## config.mk

```make
export PLATFORM = sky130hd
export DESIGN_NAME = sst_ram
export DESIGN_NICKNAME = d
export VERILOG_FILES = /design/src/sst_ram.sv
export SDC_FILE = /design/constraint.sdc
export NUM_CORES = 1
export LEC_CHECK = 0
export ABC_AREA = 1
export BUFFER_PORTS_ARGS = -buffer_cell sky130_fd_sc_hd__buf_2
export CAP_MARGIN = 20
export CORE_MARGIN = 3
export CORE_UTILIZATION = 40
export CTS_BUF_LIST = sky130_fd_sc_hd__clkbuf_16
export CTS_CLUSTER_SIZE = 25
export DETAILED_ROUTE_END_ITERATION = 7
export GPL_ROUTABILITY_DRIVEN = 0
export RECOVER_POWER = 25
export SETUP_SLACK_MARGIN = 0.15
export SYNTH_ARGS = -nofsm -noshare
export SYNTH_HDL_FRONTEND = slang
export SYNTH_SLANG_ARGS = --single-unit
export TNS_END_PERCENT = 50
```

## constraint.sdc

```tcl
create_clock -name i_clk -period 1.3 [get_ports i_clk]
set_input_delay 0.065 -clock i_clk [delete_from_list [all_inputs] [get_ports i_clk]]
set_output_delay 0.065 -clock i_clk [all_outputs]
set_load 0.005 [all_outputs]
```

## src/sst_ram.sv

```systemverilog
// ----------------------------------------------------------------------------
// sst_ram: generic simple dual-port RAM.
// One write port and one read port; the read data is registered.
// ----------------------------------------------------------------------------
module sst_ram #(
    parameter int WIDTH = 8,
    parameter int DEPTH = 16
) (
    input  logic                     i_clk,
    input  logic                     i_wr_en,
    input  logic [$clog2(DEPTH)-1:0] i_wr_addr,
    input  logic [WIDTH-1:0]         i_wr_data,
    input  logic                     i_rd_en,
    input  logic [$clog2(DEPTH)-1:0] i_rd_addr,
    output logic [WIDTH-1:0]         o_rd_data
);

    logic [WIDTH-1:0] r_mem [DEPTH];
    logic [WIDTH-1:0] r_rd_data;

    // Write port.
    always_ff @(posedge i_clk) begin
        if (i_wr_en) begin
            r_mem[i_wr_addr] <= i_wr_data;
        end
    end

    // Registered read port.
    always_ff @(posedge i_clk) begin
        if (i_rd_en) begin
            r_rd_data <= r_mem[i_rd_addr];
        end
    end

    assign o_rd_data = r_rd_data;

endmodule

```

==> flow_summary.yaml <==
layout:
  postLayoutCoreUtil_pct: 49.2
  areaGrowthSynthToFinish_pct: 18.5
  non_filler_cell_area_final_um2: 6930
  layout-drive-gt1-share_pct: 15.7
  insertedDiodeCount: 0
  num-fill-cells: 1292
  nNetsFinal: 616
global_routing:
  pin_count_of_the_biggest_net_entering_global_routing: 39
  grt.busiest_layer: "met2"
  first_global_vias: 3789
  groute.layer.met3.usage_pct: 5.47
  use_met1_pct: 25.0
  grt-ovfl-total: 0
  fraction_of_met2_tracks_used_by_global_routing_pct: 26.6
  first_pass_grt_wire_length_mm: 21.5
  tot_gr_track_use_pct: 18.0
  grt_antenna_before_repair: 0
power_and_ir_drop:
  pwr_density_cell_nw_per_um2: 1450
  leakage_nw: 2.99
  vdd.ir_drop.worst_mv: 0.923
critical_path:
  critical_path.startpoint_type: "flip-flop"
  worst_r2r_setup_slack_ns: 0.19
  worst_r2r_endpoint: "o_rd_data[7]"
  cp.arrival_ns: 1.28
  rr_worst_depth: 6
  setup.worst_path.end_class: "flip-flop"
  r2r-start: "r_mem[1][7]"
  critical_path_peak_fanout: 1
  startpoint: "r_mem[1][7]"
  worstSetupPathType: "flip-flop to flip-flop"
  crit_required_ns: 1.47
clock_network:
  post_cts.repair.setup_buffers: 0
  tritoncts: "built"
  clk_transition_reported_paths_ns: 0.06
  ctsRootBufferMaster: "sky130_fd_sc_hd__clkbuf_16"
  clock_path_buffers: 2
  worstSkewPairLatency_ns: 0.42
  cts.sinks: 136
  htreeDepth: 4
  numCtsBuffers: 17
synthesis:
  ys_dominant_reg_cell: "sky130_fd_sc_hd__edfxtp_1"
  post-synth-top-area-fraction_pct: 69.8
  yosys.cell_count.top_type: "sky130_fd_sc_hd__nand2_1"
  post_synth_main_area_contributors: "sky130_fd_sc_hd__edfxtp_1 70%, sky130_fd_sc_hd__nand2_1 11%, sky130_fd_sc_hd__nand3_1 8.3%"
  yosysSeqAreaShare_pct: 69.8
  synth_commonest_cells: "173 x sky130_fd_sc_hd__nand2_1, 136 x sky130_fd_sc_hd__edfxtp_1, 100 x sky130_fd_sc_hd__inv_1, 97 x sky130_fd_sc_hd__nand3_1, 17 x sky130_fd_sc_hd__nor2_1"
  mappedNetlistArea_um2: 5850
  synth-edff-count: 136
  synth_cell_type_count: 11
  synth.net_count: 570
  synth_top_area_cell: "sky130_fd_sc_hd__edfxtp_1"
  synth.avg_cell_area_um2: 10.6
  synth_cells: 551
  postSynthRegisterBits: 136
  yosys_warnings: 0
  synthArstFlopShare_pct: 0
floorplan:
  floorplan.rows: 43
  chipHeight_um: 127
  core_area_um2: 14100
  dieWidth_um: 127
  top_level_ports: 27
  initial_utilization_pct: 41.5
  die-area_um2: 16100
routing:
  wire_per_inst_um: 17.3
  detail_route.wirelength_mm: 13.7
  vias: 3834
  drt_iter0_drcs: 349
  drt_first_pass_iters: 4
  route.detailed.drc: 0
  detail_route.vias_per_cell: 4.85
  drtAntennaViolNets: 0
worst_hold_path:
  hold_depth: 1
  min_to: "r_mem[0][0]"
  hold_path.startpoint: "i_wr_data[0]"
  hold_path.class: "primary input to flip-flop"
sta:
  grt_setup_unrepaired: "yes"
  maxClockFrequency_mhz: 897
  timing.final.max_slew_violations: 0
  report.final.hold_viol_count: 0
  finalCriticalPeriod_ns: 1.11
  timing.slew.headroom_pct: 38.1
  setup-violations-final: 0
  hold_ws_ns: 0.0960
  skew_final_ns: 0.00649
  worstMarginPinSlew_ns: 0.929
  fin_tns_setup_ns: 0
  finalCritPeriodShare_pct: 85.8
placement:
  dpl.hpwl_mm: 8.48
  placement.cell_area_um2: 6270
  place.port_buffers: 26
run_status:
  status: "finished clean"
flow_run:
  maximum_capacitance_violations: 0
## critical path: stages, from the launching register on
cell                       delay [ns]
sky130_fd_sc_hd__edfxtp_1        0.37
sky130_fd_sc_hd__inv_1           0.06
sky130_fd_sc_hd__nand2_1         0.04
sky130_fd_sc_hd__nand3_1         0.10
sky130_fd_sc_hd__nand3_2         0.11
sky130_fd_sc_hd__nand3_1         0.09
sky130_fd_sc_hd__nand2_1         0.08
## metal layers
layer | vias up | part of all wire, %
li1 | 1874 | -
met1 | 1821 | 46
met2 | 118 | 46
met3 | 21 | 6.0
met4 | 0 | 2.1
met5 | - | 0
## how the worst max path moves through the flow
| stage | slack [ns] | end |
|---|---|---|
| 6_report | 0.19 | o_rd_data[7] |
| 5_1_grt | 0.12 | o_rd_data[6] |
| 4_1_cts | 0.17 | o_rd_data[7] |
| 3_5_place_dp | -0.02 | o_rd_data[7] |
| 3_3_place_gp | 0.002 | o_rd_data[7] |
| 2_1_floorplan | 0.28 | r_mem[10][0] |
## report_power, final
group	internal (mW)	leakage, nW	switching (mW)
Sequential	4.94	1.24	0.0301
Combinational	0.200	1.47	0.449
Clock	2.75	0.276	1.69
Total	7.89	2.99	2.17
## flip-flops by register name, summed over array words and instances, names as in the netlist
signal	count
o_rd_data	8
r_mem	128
## area by class of cell
class / instances / area, µm² / area share, %
clock buffers: 17 / 425 / 6.14
flip-flops and latches: 136 / 4080 / 58.9
multi-input cells: 289 / 1330 / 19.2
inverters: 102 / 383 / 5.53
repair buffers: 51 / 364 / 5.25
well taps: 180 / 225 / 3.25
clock inverters: 15 / 119 / 1.72
## through the flow
stage | setup WS (ns) | instances | power (mW)
final | 0.185 | 790 | 10.1
after global routing | 0.122 | 790 | 10.4
after CTS | 0.165 | 790 | 10.1
after detailed placement | -0.0163 | 757 | 5.69
after global placement | 0.00237 | 757 | 5.67
after floorplan | 0.284 | 551 | 5.40
## logic make-up after synthesis
logic type | share of synthesized area, %
buf+inv | 9.39
flops | 69.8
simple gates | 20.8
## cell usage in the layout, fill, tap and decap left out
master                          netlist  layout
sky130_fd_sc_hd__clkbuf_16            0      17
sky130_fd_sc_hd__buf_2               13      21
sky130_fd_sc_hd__buf_4                4      20
sky130_fd_sc_hd__nand2_1            173     171
sky130_fd_sc_hd__nand3b_1             2       2
sky130_fd_sc_hd__clkbuf_1             0       5
sky130_fd_sc_hd__clkinvlp_4           0       1
sky130_fd_sc_hd__edfxtp_1           136     136
sky130_fd_sc_hd__inv_1              100     102
sky130_fd_sc_hd__nand3_2              0      22
sky130_fd_sc_hd__clkinv_2             0       5
sky130_fd_sc_hd__nor2_1              17      17
sky130_fd_sc_hd__nand3_1             97      75
sky130_fd_sc_hd__bufinv_16            0       2
sky130_fd_sc_hd__dlygate4sd3_1        0       1
sky130_fd_sc_hd__clkinv_1             0       5
sky130_fd_sc_hd__nand2_2              0       2
sky130_fd_sc_hd__buf_12               0       4
sky130_fd_sc_hd__inv_2                2       2
## timing repair
action / CTS / global route
setup endpoints to repair: 1 / 8
hold buffers: 1 / 0
hold endpoints to repair: 8 / 0
resized for setup: 1 / 23
pin swaps: 0 / 7
No activity file was read; power rests on OpenSTA's default activity.
